**src/rtl/mfrd_pkg.sv**
```systemverilog
`default_nettype none
package mfrd_pkg;

  localparam int ROW_BYTES   = 50;
  localparam int ROWS        = 300;
  localparam int FRAME_BYTES = 15000;
  localparam int PANEL_W     = ROW_BYTES * 8;
  localparam int QDEPTH      = 2;

  localparam logic [2:0] CMD_WRITE = 3'd0;
  localparam logic [2:0] CMD_READ  = 3'd1;
  localparam logic [2:0] CMD_PIXEL = 3'd2;
  localparam logic [2:0] CMD_LINE  = 3'd3;
  localparam logic [2:0] CMD_RECT  = 3'd4;

  typedef enum logic [1:0] {
    K_NOP,
    K_WRITE,
    K_READ,
    K_DRAW
  } kind_e;

  typedef enum logic [1:0] {
    S_IDLE,
    S_RDATA,
    S_FETCH,
    S_MOD
  } state_e;

  typedef struct packed {
    kind_e       kind;
    logic [8:0]  x0;
    logic [8:0]  x1;
    logic [8:0]  y0;
    logic [8:0]  y1;
    logic [5:0]  cs;
    logic [5:0]  ce;
    logic        color;
    logic        fill_en;
    logic        fill_on;
    logic [13:0] addr;
    logic [7:0]  data;
    logic [13:0] base;
  } cmd_t;

endpackage
`default_nettype wire

```
**src/rtl/mfrd_front.sv**
```systemverilog
`default_nettype none
module mfrd_front (
  input  wire               clk_i,
  input  wire               rst_ni,
  input  wire               push,
  output logic              full,
  input  wire  [2:0]        command_i,
  input  wire  [8:0]        ax_i,
  input  wire  [8:0]        ay_i,
  input  wire  [8:0]        bx_i,
  input  wire  [8:0]        by_i,
  input  wire               color_i,
  input  wire signed [1:0]  fill_mode_i,
  input  wire  [13:0]       byte_addr_i,
  input  wire  [7:0]        byte_data_i,
  output logic              cmd_valid_o,
  output mfrd_pkg::cmd_t    cmd_o,
  input  wire               cmd_pop_i
);
  import mfrd_pkg::*;

  cmd_t       q_mem [QDEPTH];
  logic       wptr_q, rptr_q;
  logic [1:0] cnt_q;
  cmd_t       c;
  logic [8:0] xe;
  logic       do_push, do_pop;

  always_comb begin
    c = '0;
    c.addr  = byte_addr_i;
    c.data  = byte_data_i;
    c.color = color_i;
    c.x0 = (ax_i <= bx_i) ? ax_i : bx_i;
    c.x1 = (ax_i <= bx_i) ? bx_i : ax_i;
    c.y0 = (ay_i <= by_i) ? ay_i : by_i;
    c.y1 = (ay_i <= by_i) ? by_i : ay_i;
    c.kind = K_NOP;
    case (command_i)
      CMD_WRITE: if (byte_addr_i < 14'(FRAME_BYTES)) c.kind = K_WRITE;
      CMD_READ:  if (byte_addr_i < 14'(FRAME_BYTES)) c.kind = K_READ;
      CMD_PIXEL: begin
        c.kind = K_DRAW;
        c.x0 = ax_i;
        c.x1 = ax_i;
        c.y0 = ay_i;
        c.y1 = ay_i;
      end
      CMD_LINE:  if (ax_i == bx_i || ay_i == by_i) c.kind = K_DRAW;
      CMD_RECT: begin
        c.kind    = K_DRAW;
        c.fill_en = (fill_mode_i != 2'sd0) && ((c.x1 - c.x0) >= 9'd2);
        c.fill_on = (fill_mode_i == 2'sd1);
      end
      default: c.kind = K_NOP;
    endcase
    xe   = (c.x1 < 9'(PANEL_W)) ? c.x1 : 9'(PANEL_W - 1);
    c.cs = c.x0[8:3];
    c.ce = xe[8:3];
    c.base = 14'(c.y0) * 14'(ROW_BYTES);
  end

  assign full        = (cnt_q == 2'(QDEPTH));
  assign cmd_valid_o = (cnt_q != 2'd0);
  assign cmd_o       = q_mem[rptr_q];
  assign do_push     = push && !full;
  assign do_pop      = cmd_pop_i && cmd_valid_o;

  always_ff @(posedge clk_i) begin
    if (do_push) q_mem[wptr_q] <= c;
  end

  always_ff @(posedge clk_i or negedge rst_ni) begin
    if (!rst_ni) begin
      wptr_q <= 1'b0;
      rptr_q <= 1'b0;
      cnt_q  <= 2'd0;
    end else begin
      if (do_push) wptr_q <= ~wptr_q;
      if (do_pop)  rptr_q <= ~rptr_q;
      cnt_q <= cnt_q + 2'(do_push) - 2'(do_pop);
    end
  end

endmodule
`default_nettype wire

```
**config.mk**
```make
export PLATFORM = sky130hd
export DESIGN_NAME = mfrd_front
export DESIGN_NICKNAME = d
export VERILOG_FILES = /design/src/rtl/mfrd_pkg.sv /design/src/rtl/mfrd_front.sv
export SDC_FILE = /design/constraint.sdc
export NUM_CORES = 1
export LEC_CHECK = 0
export ABC_AREA = 1
export ABC_CLOCK_PERIOD_IN_PS = 5960
export BUFFER_PORTS_ARGS = -buffer_cell sky130_fd_sc_hd__buf_4
export CORE_UTILIZATION = 50
export CTS_CLUSTER_DIAMETER = 150
export CTS_CLUSTER_SIZE = 10
export DETAILED_ROUTE_END_ITERATION = 6
export GPL_TIMING_DRIVEN = 0
export HOLD_SLACK_MARGIN = 0.08
export PLACE_DENSITY_LB_ADDON = 0.08
export SLEW_MARGIN = 20
export SYNTH_ARGS = -nofsm -noshare
export SYNTH_HDL_FRONTEND = slang
export SYNTH_SLANG_ARGS = --single-unit
```
**constraint.sdc**
```tcl
create_clock -name clk_i -period 5.96 [get_ports clk_i]
set_input_delay 1.192 -clock clk_i [delete_from_list [all_inputs] [get_ports clk_i]]
set_output_delay 1.192 -clock clk_i [all_outputs]
set_load 0.05 [all_outputs]
```
==> results.md <==
- Pin count of the biggest net entering global routing: 25
- EDFF count, synth: between 150 and 200
- Drt drc: 0
- Antenna diodes: 0
- Remaining global-route overflow: 0
- Ys async rst share: 2.47%
- Yosys warns: 0
- Fin crit share: 93.8%
- Final net count: around 1.1k
- Mapped Nets: 962
- Relative slew slack: 42.1%
- Worst hold-check path type: in -> async
- Net Switching: 2.77 mW
- #FFs+latches synth: 162
- Clock skew: ~0.0047 ns
- Antenna violations before repair: 0
- M3 GR Usage: 5.13%
- Met2 Use GR: 36.2%
- Post-CTS Setup Inserts: 0
- Finished Layout Cells: 1252
- Switching share of power: 46.2%
- Final setup violation count: 0
- Initial core utilization: 51.7%
- Starting DRT DRC Count: 481
- Wire per inst: roughly 15 um
- Internal power: 3.22 mW
- Slew at the pin with the worst max-slew slack: 0.860 ns
- Mapped Cells: 840
- Synth area leader: edfxtp_1
- Clock Tree Buf Depth: 2
- Power Dens Cells: roughly 570 mW/mm2
- Flop pwr share: 28.7%
- Initial DRT Pass Iterations: 6
- Kind of critical path: in -> reg
- Crit end category: flip-flop
- Vias in the first global route: around 5.6k
- Fin crit period: 5.59 ns
- Startpoint Class: primary input
- Crit Path Max Fanout: 10
- Via total after detailed routing: between 6k and 7k
- CORE AREA: 0.0161 mm2
- Share of cells above drive strength 1: 23.7%
- GRT Util Overall: 22.6%
- Final core occ: 65.7%
- Area growth, synth to finish: 27.1%
- Placer Congestion: 0.863
- First-pass GRT wire length: ~29000 um
- Grt peak-use layer: met2
- Yosys cell types: 41
- # IOs: 159
- Total negative slack: 0 ns
- Synth Cell Area: about 0.0083 mm2
- Status: completed
- Top cells by count, synth: nand2_1, edfxtp_1, inv_1
- Post-DRT Antenna Nets: 0
- Top-count cell post-synth: nand2_1
- H-tree levels: 4
- Static Leak: between 4 and 5 nW
- Die Width: 131 um
- CTS Sinks: 162
- Sequential share of the synthesized area: 58.3%
- Via density: 4.93
- Clock root buffer: clkbuf_16
- Number of CTS-inserted buffers: 17
- Area contributors post-synth: edfxtp_1, nand2_1, ha_1, inv_1, o21ai_0
- Crit path DAT: between 5 and 6 ns
- Pins Over Slew Limit: 0
- Overall Power: 6.00 mW
- Clock slew at reported path FFs: 0.06 ns
- Worst hold margin: 0.553 ns
- Global-route track usage on met1: between 30% and 40%
- Worst ir drop on vdd: 0.385 mV
- Endpoints failing hold: 0
- FMAX: 0.179 GHz
- CP required: 6.13 ns
- Die area: 0.0171 mm2
- CTS tree: built
- Final WL: 18700 um
- Clock power frac: 18.6%
- Yosys top cell area share: 57.1%
- Clock Latency Late Sink: ~0.42 ns
- Detailed placement HPWL: 13900 um
- Die Ht: 131 um
- Max Cap Viol: 0
- Synth Area per Inst: 9.89 um2
- Ys flop type: edfxtp_1
- Comb power frac: 52.6%
- Placed Cells: 1220
- I/O Buffers: 157
- Row cnt: between 40 and 50
critical path, cell delays in order:
cell      delay [ns]
buf_4           0.09
inv_1           0.06
ha_1            0.30
nand2_1         0.07
nor2_1          0.09
a211oi_1        0.05
o21ai_0         0.15
nand3_1         0.09
nand2_1         0.07
nand3_1         0.07
nand2_1         0.14
nand3_1         0.25
clkbuf_2        0.28
o21ai_1         0.33
ha_1            0.31
ha_1            0.31
fa_1            0.46
ha_1            0.36
a21oi_1         0.14
nand2_1         0.10
a21oi_1         0.15
inv_1           0.05
a21oi_1         0.19
nor2_1          0.06
o21ai_0         0.16
nand2_1         0.08
xor2_1          0.15
stage by stage:
stage	setup WS (ns)	area, um2
after floorplan	0.501	8310
after global placement	-1.36	9750
after detailed placement	-0.368	9940
after CTS	0.0508	10500
after global routing	-0.000653	10600
final	0.371	10600
layer usage:
layer	routed length (um)	part of all wire (%)	up-vias
met1	8620	46	2832
met3	1160	6.2	18
met5	0	0	-
li1	-	-	3146
met4	221	1.2	0
met2	8670	46	180
what timing repair did:
| item | 4_1_cts | 5_1_grt |
|---|---|---|
| setup endpoints to repair | 0 | 8 |
| gates resized for setup | 0 | 10 |
| hold buffers | 0 | 0 |
kinds of logic after synthesis:
| group | Yosys count | share of synthesized area, % |
|---|---|---|
| AO/OA/AOI/OAI | 66 | 4.44 |
| XOR/XNOR | 13 | 1.37 |
| adder cells (fa/ha/maj) | 54 | 8.50 |
| buffers and inverters | 105 | 5.44 |
| flip-flops | 162 | 58.3 |
| multiplexers | 1 | 0.121 |
| other | 1 | 0.0452 |
| AND/OR/NAND/NOR | 438 | 21.8 |
state kept, by name, summed over array words and instances (netlist names):
register / cells
cnt_q: 2
rptr_q: 1
wptr_q: 1
q_mem: 158
cell usage in the layout, fill, tap and decap left out, types with 5 or more instances in the layout:
cell	netlist	layout
edfxtp_1	158	158
nor2_1	21	19
clkbuf_1	22	21
buf_16	0	5
a21oi_1	16	16
o21ai_1	3	7
clkbuf_16	0	17
inv_1	65	65
o21ai_0	34	28
nand2_1	355	355
nand3_1	29	29
ha_1	50	50
nand2_2	15	15
buf_4	11	168
xor2_1	11	11
path summary, 6_finish.rpt:
check                           cells past startpoint               start  slack [ns]                endpoint
worst max-delay path                               27             by_i[2]        0.37  q_mem[1][11]$_DFFE_PP_
worst min-delay path                                1              rst_ni        0.55      wptr_q$_DFFE_PN0P_
worst max register to register                      5  cnt_q[1]$_DFF_PN0_        3.78  q_mem[0][87]$_DFFE_PP_
worst min register to register                      1  cnt_q[0]$_DFF_PN0_        0.56      cnt_q[0]$_DFF_PN0_
max in group asynchronous                           1              rst_ni        5.31      cnt_q[1]$_DFF_PN0_
min in group clk_i                                  1  cnt_q[0]$_DFF_PN0_        0.56      cnt_q[0]$_DFF_PN0_
area by class of cell:
class	instances	area [um2]
plain buffers	36	194
fillers	1301	5500
multi-input cells	573	3030
repair buffers	164	1350
clock inverters	15	181
well taps	216	270
clock buffers	17	425
inverters	69	259
flip-flops and latches	162	4840
power groups by stage:
stage | sequential (mW) | clock (mW) | combinational [mW]
global route | 1.75 | 1.18 | 3.39
finish | 1.72 | 1.12 | 3.16
CTS | 1.72 | 1.13 | 3.19
detailed placement | 1.75 | 0 | 3.17
floorplan | 1.77 | 0 | 2.17
global placement | 1.80 | 0 | 3.05
Power figures use the tool's default switching activity.
