## src/rtl/mfrd_pkg.sv

```systemverilog
`default_nettype none
package mfrd_pkg;

  localparam int ROW_BYTES   = 50;
  localparam int ROWS        = 300;
  localparam int FRAME_BYTES = 15000;
  localparam int PANEL_W     = ROW_BYTES * 8;
  localparam int QDEPTH      = 2;

  localparam logic [2:0] CMD_WRITE = 3'd0;
  localparam logic [2:0] CMD_READ  = 3'd1;
  localparam logic [2:0] CMD_PIXEL = 3'd2;
  localparam logic [2:0] CMD_LINE  = 3'd3;
  localparam logic [2:0] CMD_RECT  = 3'd4;

  typedef enum logic [1:0] {
    K_NOP,
    K_WRITE,
    K_READ,
    K_DRAW
  } kind_e;

  typedef enum logic [1:0] {
    S_IDLE,
    S_RDATA,
    S_FETCH,
    S_MOD
  } state_e;

  typedef struct packed {
    kind_e       kind;
    logic [8:0]  x0;
    logic [8:0]  x1;
    logic [8:0]  y0;
    logic [8:0]  y1;
    logic [5:0]  cs;
    logic [5:0]  ce;
    logic        color;
    logic        fill_en;
    logic        fill_on;
    logic [13:0] addr;
    logic [7:0]  data;
    logic [13:0] base;
  } cmd_t;

endpackage
`default_nettype wire

```

## src/rtl/mfrd_res_fifo.sv

```systemverilog
`default_nettype none
module mfrd_res_fifo (
  input  wire        clk_i,
  input  wire        rst_ni,
  input  wire        push_i,
  input  wire  [7:0] data_i,
  output logic       full_o,
  output logic       empty_o,
  input  wire        pop_i,
  output logic [7:0] data_o
);
  import mfrd_pkg::*;

  logic [7:0] q_mem [QDEPTH];
  logic       wptr_q, rptr_q;
  logic [1:0] cnt_q;
  logic       do_push, do_pop;

  assign full_o  = (cnt_q == 2'(QDEPTH));
  assign empty_o = (cnt_q == 2'd0);
  assign data_o  = q_mem[rptr_q];
  assign do_push = push_i && !full_o;
  assign do_pop  = pop_i && !empty_o;

  always_ff @(posedge clk_i) begin
    if (do_push) q_mem[wptr_q] <= data_i;
  end

  always_ff @(posedge clk_i or negedge rst_ni) begin
    if (!rst_ni) begin
      wptr_q <= 1'b0;
      rptr_q <= 1'b0;
      cnt_q  <= 2'd0;
    end else begin
      if (do_push) wptr_q <= ~wptr_q;
      if (do_pop)  rptr_q <= ~rptr_q;
      cnt_q <= cnt_q + 2'(do_push) - 2'(do_pop);
    end
  end

endmodule
`default_nettype wire

```

## config.mk

```make
export PLATFORM = sky130hd
export DESIGN_NAME = mfrd_res_fifo
export DESIGN_NICKNAME = d
export VERILOG_FILES = /design/src/rtl/mfrd_pkg.sv /design/src/rtl/mfrd_res_fifo.sv
export SDC_FILE = /design/constraint.sdc
export NUM_CORES = 1
export LEC_CHECK = 0
export BUFFER_PORTS_ARGS = -buffer_cell sky130_fd_sc_hd__buf_4
export CORE_UTILIZATION = 52
export DETAILED_ROUTE_END_ITERATION = 12
export PLACE_DENSITY = 0.85
export SYNTH_ARGS = -nofsm -noshare
export SYNTH_HDL_FRONTEND = slang
export SYNTH_SLANG_ARGS = --single-unit
export TNS_END_PERCENT = 30
```

## constraint.sdc

```tcl
create_clock -name clk_i -period 2.36 [get_ports clk_i]
set_input_delay 0.354 -clock clk_i [delete_from_list [all_inputs] [get_ports clk_i]]
set_output_delay 0.354 -clock clk_i [all_outputs]
set_load 0.01 [all_outputs]
```

==> results of run 1 <==
-- cell usage in the layout, fill, tap and decap left out --
master	count
buf_4	21
xor2_1	1
dlygate4sd3_1	1
nor2_1	2
nand2_1	1
ha_1	2
clkbuf_4	3
dfrtp_1	4
nand2b_1	1
edfxtp_1	16
and3_1	1
mux2_2	8
clkinv_1	1
xnor2_1	3
inv_1	2
nor2b_2	1
-- registers in the layout, indices dropped and copies added (netlist names) --
register	cells
rptr_q	1
q_mem	16
cnt_q	2
wptr_q	1
-- timing repair --
item | CTS | global route
hold buffers | 1 | 0
endpoints found under the setup margin | 0 | 0
hold endpoints to repair | 4 | 0
-- power breakdown --
| group | leakage (µW) | internal, µW | total, µW | switching [µW] |
|---|---|---|---|---|
| logic | 0.000195 | 235 | 422 | 187 |
| registers | 0.000195 | 494 | 559 | 65.2 |
| clock network | 0.0000154 | 61.8 | 162 | 100 |
| total | 0.000406 | 791 | 1140 | 352 |
-- path summary, 6_finish.rpt --
| kind | endpoint | slack (ps) | from | cells after the start |
|---|---|---|---|---|
| hold reg to reg | cnt_q[1]$_DFF_PN0_ | 510 | cnt_q[1]$_DFF_PN0_ | 1 |
| min in group asynchronous | wptr_q$_DFFE_PN0P_ | 370 | rst_ni | 2 |
| setup reg to reg | cnt_q[1]$_DFF_PN0_ | 800 | cnt_q[1]$_DFF_PN0_ | 7 |
| max in group asynchronous | cnt_q[1]$_DFF_PN0_ | 1890 | rst_ni | 2 |
| setup / recovery | data_o[5] | 580 | rptr_q$_DFFE_PN0P_ | 2 |
| hold / removal | q_mem[0][0]$_DFFE_PP_ | 230 | data_i[0] | 1 |
-- stage by stage --
step,area [µm²],instances,total power (µW)
2_1_floorplan,776,43,810
3_3_place_gp,947,78,972
3_5_place_dp,947,78,989
4_1_cts,983,83,1150
5_1_grt,983,83,1210
6_report,983,83,1140
-- cell type report --
| type | instances | area (µm²) |
|---|---|---|
| multi-input combinational | 20 | 183 |
| sequential | 20 | 581 |
| fill | 81 | 367 |
| clock inverter | 1 | 3.75 |
| tap | 15 | 18.8 |
| clock buffer | 3 | 22.5 |
| inverter | 2 | 7.51 |
| timing repair buffer | 22 | 168 |
-- cell families after synthesis --
| family | after synthesis | synth area share |
|---|---|---|
| flops | 20 | 0.748 |
| xor+xnor | 4 | 0.0452 |
| simple gates | 6 | 0.0419 |
| buf+inv | 3 | 0.0161 |
| mux | 8 | 0.116 |
| fa+ha+maj | 2 | 0.0323 |
-- per-layer routing --
layer | part of all wire | vias to the layer above | track usage
met2 | 0.49 | 15 | 0.310
li1 | - | 204 | -
met3 | 0.046 | 3 | 0.0489
met4 | 0.022 | 0 | 0.100
met5 | 0 | - | 0
met1 | 0.44 | 212 | 0.236
==> impl_metrics.toml, run 1 <==
[clock_tree]
cts_setup_buffers = 0
tritoncts = "done"
cts.sinks = 20
cts.path.max_buffers = 2
insertion_delay_ps = 300
cts_made_buffers = 3
cts-htree-levels = 1
post_cts_resized = 0
clk_pin_slew_worst_paths_ps = 100
cts_root_buffer = "clkbuf_4"

[grt]
grt_max_degree = 12
grt_pass1_vias = 397
antenna_found_initial = 0
overflow = 0
groute.usage.overall = 0.191
grt_pass1_wl_mm = 1.84

[worst_setup_path]
max_stage_delay_ps = 580
crit_path_cell_trace = "mux2_2, buf_4"
path_delay_family = "flip-flops"
slowest_stage = "dfrtp_1"
path_max_fanout = 9
setup.worst_path.class = "register to output port"
cp.arrival_ps = 1430
critPathLaunchType = "register"
worstSetupEndpointType = "output port"
critPathBufInv = 1
crit_required_ps = 2010

[logic_synthesis]
netlist_area_um2 = 776
ys.flop_type = "edfxtp_1"
synth-edff-count = 16
syn_area_per_cell_um2 = 18.0
synth_top_area_cell = "edfxtp_1"
synth-async-reset-ratio = 0.200
ys_seq_area_frac = 0.748
synth.area.top_cells = "edfxtp_1 (62%), dfrtp_1 (13%), mux2_2 (12%)"
yosys-top-cells-count = "edfxtp_1 (16), mux2_2 (8), dfrtp_1 (4)"
synth_top_area_frac = 0.619
ys_warn_count = 0
synth-seq-cells = 20
synth_nets = 57
postSynthCellCount = 43
synth_most_common_cell = "edfxtp_1"
synthDistinctLibCells = 13

[sta]
worst_slack_ps = 580
clock-skew-final_ps = 3.23
clock.fmax_mhz = 562
fin_crit_ps = 1780
fin_crit_sh = 0.754
rsz0062_at_grt = "false"
hold_slack_ps = 228
hold_viol = 0
slew_viol_final = 0
maxSlewHeadroom = 0.566
timing.setup.tns_ps = 0
worstMarginPinSlew_ps = 648
setup-violations-final = 0

[flow_run]
maxCapViolCount = 0

[drt]
antenna_left = 0
drtIter0Drc = 3
dr.pass1.iters = 3
via_per_inst = 5.23
drt-wirelength-per-cell_um = 15.7
vias = 434
drt_wl_total_mm = 1.30
drc = 0

[floorplanning]
die_area_um2 = 1650
dieWidth_um = 40.6
io-pin-count = 22
start_util = 0.575
die_height_um = 40.6
core_um2 = 1350
rows = 13

[place]
gp_congestion = 0.712
dpl.hpwl_um = 909
post-place-ws_ps = 816
portBuffers = 21

[run_status]
outcome = "finished clean"

[finish]
area_growth_pct = 26.8
n_antenna_cell = 0
fin_nets = 83
post-route-util = 0.728
layout-drive-gt1-share = 0.485

[hold_path]
hold_class = "input pin to register"

[power_and_ir_drop]
p_per_area_nw_per_um2 = 1160
p_leak_uw = 0.000406
peakVddDrop_v = 0.000627
No activity file was read; power rests on OpenSTA's default activity.
==> run 2: changes to the inputs <==
--- a/config.mk
+++ b/config.mk
@@ -6,9 +6,9 @@
 export NUM_CORES = 1
 export LEC_CHECK = 0
 export BUFFER_PORTS_ARGS = -buffer_cell sky130_fd_sc_hd__buf_4
-export CORE_UTILIZATION = 52
+export CORE_UTILIZATION = 44
 export DETAILED_ROUTE_END_ITERATION = 12
-export PLACE_DENSITY = 0.85
+export PLACE_DENSITY = 0.77
 export SYNTH_ARGS = -nofsm -noshare
 export SYNTH_HDL_FRONTEND = slang
 export SYNTH_SLANG_ARGS = --single-unit
==> constraint.sdc (replaced) <==
create_clock -name clk_i -period 1.6 [get_ports clk_i]
set_input_delay 0.24 -clock clk_i [delete_from_list [all_inputs] [get_ports clk_i]]
set_output_delay 0.24 -clock clk_i [all_outputs]
set_load 0.01 [all_outputs]
==> run 2 against run 1 <==
The run now ends with design-rule violations left; cell area up 5.3%; setup slack got worse by 520 ps; critical path depth is the same; non-clock buffer count rose by 5; combinational power up 73%; first-iteration DRC count up 100%; utilization down 7.1 points; clock skew shrank 2.1 ps; sequential power rose by 48%; critical path type unchanged; largest cell class unchanged.
==> impl_metrics.toml, run 2 (synthesis results as in run 1) <==
[run_status]
outcome = "finished, violations left"
violations = "design-rule violations"

[sta]
setup-violations-final = 0
slew_viol_final = 0
hold_viol = 0
clock-skew-final_ps = 1.10
fin_crit_sh = 0.964
worst_slack_ps = 58.0
clock.fmax_mhz = 649
maxSlewHeadroom = 0.744
worstMarginPinSlew_ps = 385
fin_crit_ps = 1540
timing.setup.tns_ps = 0

[worst_setup_path]
setup.worst_path.class = "register to output port"
worstSetupEndpointType = "output port"
max_stage_delay_ps = 500
r2r_start = "cnt_q[0]$_DFF_PN0_"
crit_required_ps = 1360
reg2reg_to = "cnt_q[1]$_DFF_PN0_"
reg2reg_depth = 7
crit_path_cell_trace = "mux2_2, buf_4"
rrSetupSlack_ps = 80
cp.arrival_ps = 1300
critPathLaunchType = "register"
slowest_stage = "dfrtp_2"
path_max_fanout = 9

[finish]
layout_commonest_cell = "buf_4"
fill_cells = 110
fin_cells = 89
regMostFlops = "q_mem"
layout_common_cells = "buf_4 (26), edfxtp_1 (16), mux2_2 (8)"
post-route-util = 0.657
largest_register_ffs = 16
area_growth_pct = 33.5
fin_nets = 88
layout-drive-gt1-share = 0.575
n_antenna_cell = 0
largestRegisters = "q_mem (16), cnt_q (2)"

[floorplanning]
start_util = 0.492
io-pin-count = 22
die_height_um = 44.0
dieWidth_um = 44.0
die_area_um2 = 1940
core_um2 = 1580
rows = 14

[clock_tree]
cts.path.max_buffers = 2
insertion_delay_ps = 290
cts_root_buffer = "clkbuf_4"
cts.sinks = 20
cts-htree-levels = 1
cts_made_buffers = 3
clk_pin_slew_worst_paths_ps = 100
tritoncts = "done"

[grt]
grt_pass1_wl_mm = 1.84
overflow = 0
grt_pass1_vias = 485
groute.usage.overall = 0.143
antenna_found_initial = 0
grt_max_degree = 12

[drt]
drt-wirelength-per-cell_um = 13.4
dr.pass1.iters = 8
via_per_inst = 5.00
drt_wl_total_mm = 1.19
vias = 445
drc = 2
antenna_left = 0
drtIter0Drc = 6

[place]
post-place-ws_ps = 62.9
place_inst = 81
portBuffers = 21
gp_congestion = 0.820
dpl.hpwl_um = 859

[power_and_ir_drop]
p_leak_uw = 0.000433
p_per_area_nw_per_um2 = 1720
peakVddDrop_v = 0.000872

[hold_path]
min_from = "data_i[5]"
holdPathStages = 1
holdPathEnd = "q_mem[1][5]$_DFFE_PP_"
hold_class = "input pin to register"

[flow_run]
maxCapViolCount = 0
[run 2: layer usage]
metal  wire length [µm]  GRT usage  vias to the layer above
met3                 60     0.0500                        4
met4                 29      0.109                        0
met1                466      0.128                      211
li1                   -          -                      216
met5                  0          0                        -
met2                636      0.257                       14
[run 2: metrics by stage]
step / hold WS [ps] / instance area [µm²] / power (µW)
floorplan: -55.6 / 776 / 1190
global placement: 39.8 / 963 / 1460
detailed placement: 40.3 / 963 / 1490
CTS: 119 / 1000 / 1720
global route: 103 / 1040 / 1890
finish: 129 / 1040 / 1790
[run 2: cell type report]
cell class                 count  area [µm²]  area share
clock inverter                 1        3.75     0.00362
sequential                    20         582       0.562
clock buffer                   3        22.5      0.0217
tap                           16        20.0      0.0193
timing repair buffer          27         205       0.198
multi-input combinational     20         195       0.188
inverter                       2        7.51     0.00725
[run 2: how the worst max path moves through the flow]
stage | from | endpoint | slack, ps | cells past startpoint
floorplan | cnt_q[1]$_DFF_PN0_ | cnt_q[1]$_DFF_PN0_ | 50 | 7
global placement | cnt_q[1]$_DFF_PN0_ | cnt_q[1]$_DFF_PN0_ | 110 | 7
detailed placement | cnt_q[0]$_DFF_PN0_ | cnt_q[1]$_DFF_PN0_ | 60 | 7
CTS | rptr_q$_DFFE_PN0P_ | data_o[4] | 40 | 2
global route | rptr_q$_DFFE_PN0P_ | data_o[3] | -2 | 2
finish | rptr_q$_DFFE_PN0P_ | data_o[4] | 60 | 2
[run 2: what timing repair did]
action                                  CTS  global route
gates resized for setup                   1             3
buffers inserted                          0             3
endpoints found under the setup margin    8             1
pin swaps                                 0             2
endpoints found under the hold margin     4             0
hold buffers                              1             0
[run 2: critical path, delay by kind of cell (launching register included)]
| family | cells | cell delay [ps] |
|---|---|---|
| muxes | 1 | 370 |
| DFF | 1 | 500 |
| buffers and inverters | 1 | 140 |
[run 2: where the power goes]
group          internal [µW]  switching (µW)  leakage, µW  total [µW]
clock network           90.6             139    0.0000154         230
registers                731            97.1     0.000194         828
logic                    426             301     0.000224         728
total                   1250             538     0.000433        1790
==> run 3: changes to the inputs <==
==> constraint.sdc (replaced) <==
create_clock -name clk_i -period 1.4 [get_ports clk_i]
set_input_delay 0.21 -clock clk_i [delete_from_list [all_inputs] [get_ports clk_i]]
set_output_delay 0.21 -clock clk_i [all_outputs]
set_load 0.01 [all_outputs]
==> run 3 against run 2 <==
The run ends with negative setup slack left; critical path type unchanged; non-clock buffer count increased by 7; largest power group is now combinational logic; highest routed layer is now met3; via count increased by 5.8%; final cell count increased by 7.9%; utilization increased by 11 points; clock skew increased by 1.6 ps.
==> impl_metrics.toml, run 3 (synthesis results as in run 1) <==
[sta]
slew_viol_final = 0
clock.fmax_mhz = 664
worst_slack_ps = -105
fin_crit_ps = 1510
setup-violations-final = 9
clock-skew-final_ps = 2.71
hold_slack_ps = 88.3
hold_viol = 0
fin_crit_sh = 1.08
worstMarginPinSlew_ps = 158
maxSlewHeadroom = 0.894
rsz0062_at_grt = "true"

[drt]
highest_layer = "met3"
wl_met1_um = 537
met2WireLength_um = 713
antenna_left = 0
drt_wl_total_mm = 1.31
drt-wirelength-per-cell_um = 13.7
drtIter0Drc = 4
dr.pass1.iters = 5
wl_met3_um = 64
vias = 471
drc = 0
via_per_inst = 4.91

[finish]
layout_commonest_cell = "buf_4"
area_growth_pct = 55.8
largest_register_ffs = 16
fin_nets = 95
layout_common_cells = "buf_4 (23), edfxtp_1 (16), buf_6 (10)"
regMostFlops = "q_mem"
layout-drive-gt1-share = 0.675
n_antenna_cell = 0
largestRegisters = "q_mem (16), cnt_q (2)"
fill_cells = 109

[grt]
grt_pass1_wl_mm = 2.04
antenna_found_initial = 0
grt_pass1_vias = 456
overflow = 0
groute.usage.overall = 0.158
grt_max_degree = 13

[clock_tree]
insertion_delay_ps = 300
cts.path.max_buffers = 2
cts_made_buffers = 3
cts.sinks = 20
cts_root_buffer = "clkbuf_4"
clk_pin_slew_worst_paths_ps = 110
cts-htree-levels = 1
tritoncts = "done"

[worst_setup_path]
worstSetupEndpointType = "output port"
crit_required_ps = 1190
critPathLaunchType = "register"
max_stage_delay_ps = 440
cpMostUsedCell = "buf_6"
rrSetupSlack_ps = -80
path_delay_family = "flip-flops"
critPathBufInv = 2
crit_path_cell_trace = "buf_6, mux2_4, buf_6"
path_max_fanout = 4
reg2reg_depth = 7
r2r_start = "cnt_q[0]$_DFF_PN0_"
reg2reg_to = "cnt_q[1]$_DFF_PN0_"
setup.worst_path.class = "register to output port"
slowest_stage = "dfrtp_2"
cp.arrival_ps = 1300

[floorplanning]
start_util = 0.492
core_um2 = 1580
rows = 14
die_height_um = 44.0
io-pin-count = 22
dieWidth_um = 44.0
die_area_um2 = 1940

[place]
portBuffers = 21
gp_congestion = 0.629
dpl.hpwl_um = 836

[flow_run]
maxCapViolCount = 0

[run_status]
outcome = "finished, violations left"
violations = "negative setup slack"

[power_and_ir_drop]
peakVddDrop_v = 0.00148
p_per_area_nw_per_um2 = 2160
p_total_uw = 2620
p_leak_uw = 0.000525

[hold_path]
hold_class = "input pin to register"
holdPathEnd = "q_mem[1][5]$_DFFE_PP_"
min_from = "data_i[5]"
holdPathStages = 1
## run 3: changes by cell type in the layout (fill, tap and decap cells not counted), sizes merged
cell    before  now
clkinv       1    0
bufinv       0    1
buf         26   33
## run 3: worst max path at each step
stage	from	slack, ps	to	cells past startpoint
global placement	cnt_q[1]$_DFF_PN0_	-40	cnt_q[1]$_DFF_PN0_	7
floorplan	cnt_q[1]$_DFF_PN0_	-50	cnt_q[1]$_DFF_PN0_	7
detailed placement	cnt_q[0]$_DFF_PN0_	-80	cnt_q[1]$_DFF_PN0_	7
finish	rptr_q$_DFFE_PN0P_	-110	data_o[0]	3
CTS	rptr_q$_DFFE_PN0P_	-100	data_o[0]	3
global route	cnt_q[0]$_DFF_PN0_	-180	cnt_q[1]$_DFF_PN0_	7
## run 3: cell type report
class                           instances  area [µm²]  share of cell area
Clock buffer                            3        22.5              0.0186
Clock inverter                          1        30.0              0.0248
Multi-Input combinational cell         20         250               0.207
Tap cell                               16        20.0              0.0166
Inverter                                2        7.51             0.00621
Timing Repair Buffer                   34         295               0.244
Sequential cell                        20         583               0.482
## run 3: report_power, final
group	total, µW	switching [µW]	internal [µW]
clock network	458	169	289
logic	1220	451	765
registers	941	104	838
## run 3: what timing repair did
| item | in CTS | in global routing |
|---|---|---|
| endpoints found under the setup margin | 9 | 10 |
| resized for setup | 4 | 17 |
| cloned | 0 | 0 |
| hold buffers | 1 | 0 |
| endpoints found under the hold margin | 4 | 0 |
| pin swaps | 1 | 2 |
| setup buffers | 5 | 1 |
## run 3: routing by layer
| layer | global-route usage | up-vias |
|---|---|---|
| met5 | 0 | - |
| met4 | 0.0364 | 0 |
| met3 | 0.0625 | 0 |
| met2 | 0.281 | 14 |
| met1 | 0.180 | 230 |
| li1 | - | 227 |
## run 3: metrics by stage
step | TNS, ps | utilization | setup slack [ps] | cells | cell area [µm²]
global placement | -42.8 | 0.644 | -42.8 | 85 | 1010
floorplan | -47.5 | - | -47.5 | 43 | 797
finish | -847 | 0.767 | -105 | 96 | 1210
detailed placement | -83.4 | 0.644 | -83.4 | 85 | 1010
CTS | -783 | 0.715 | -96.9 | 95 | 1130
global route | -1500 | 0.767 | -184 | 96 | 1210
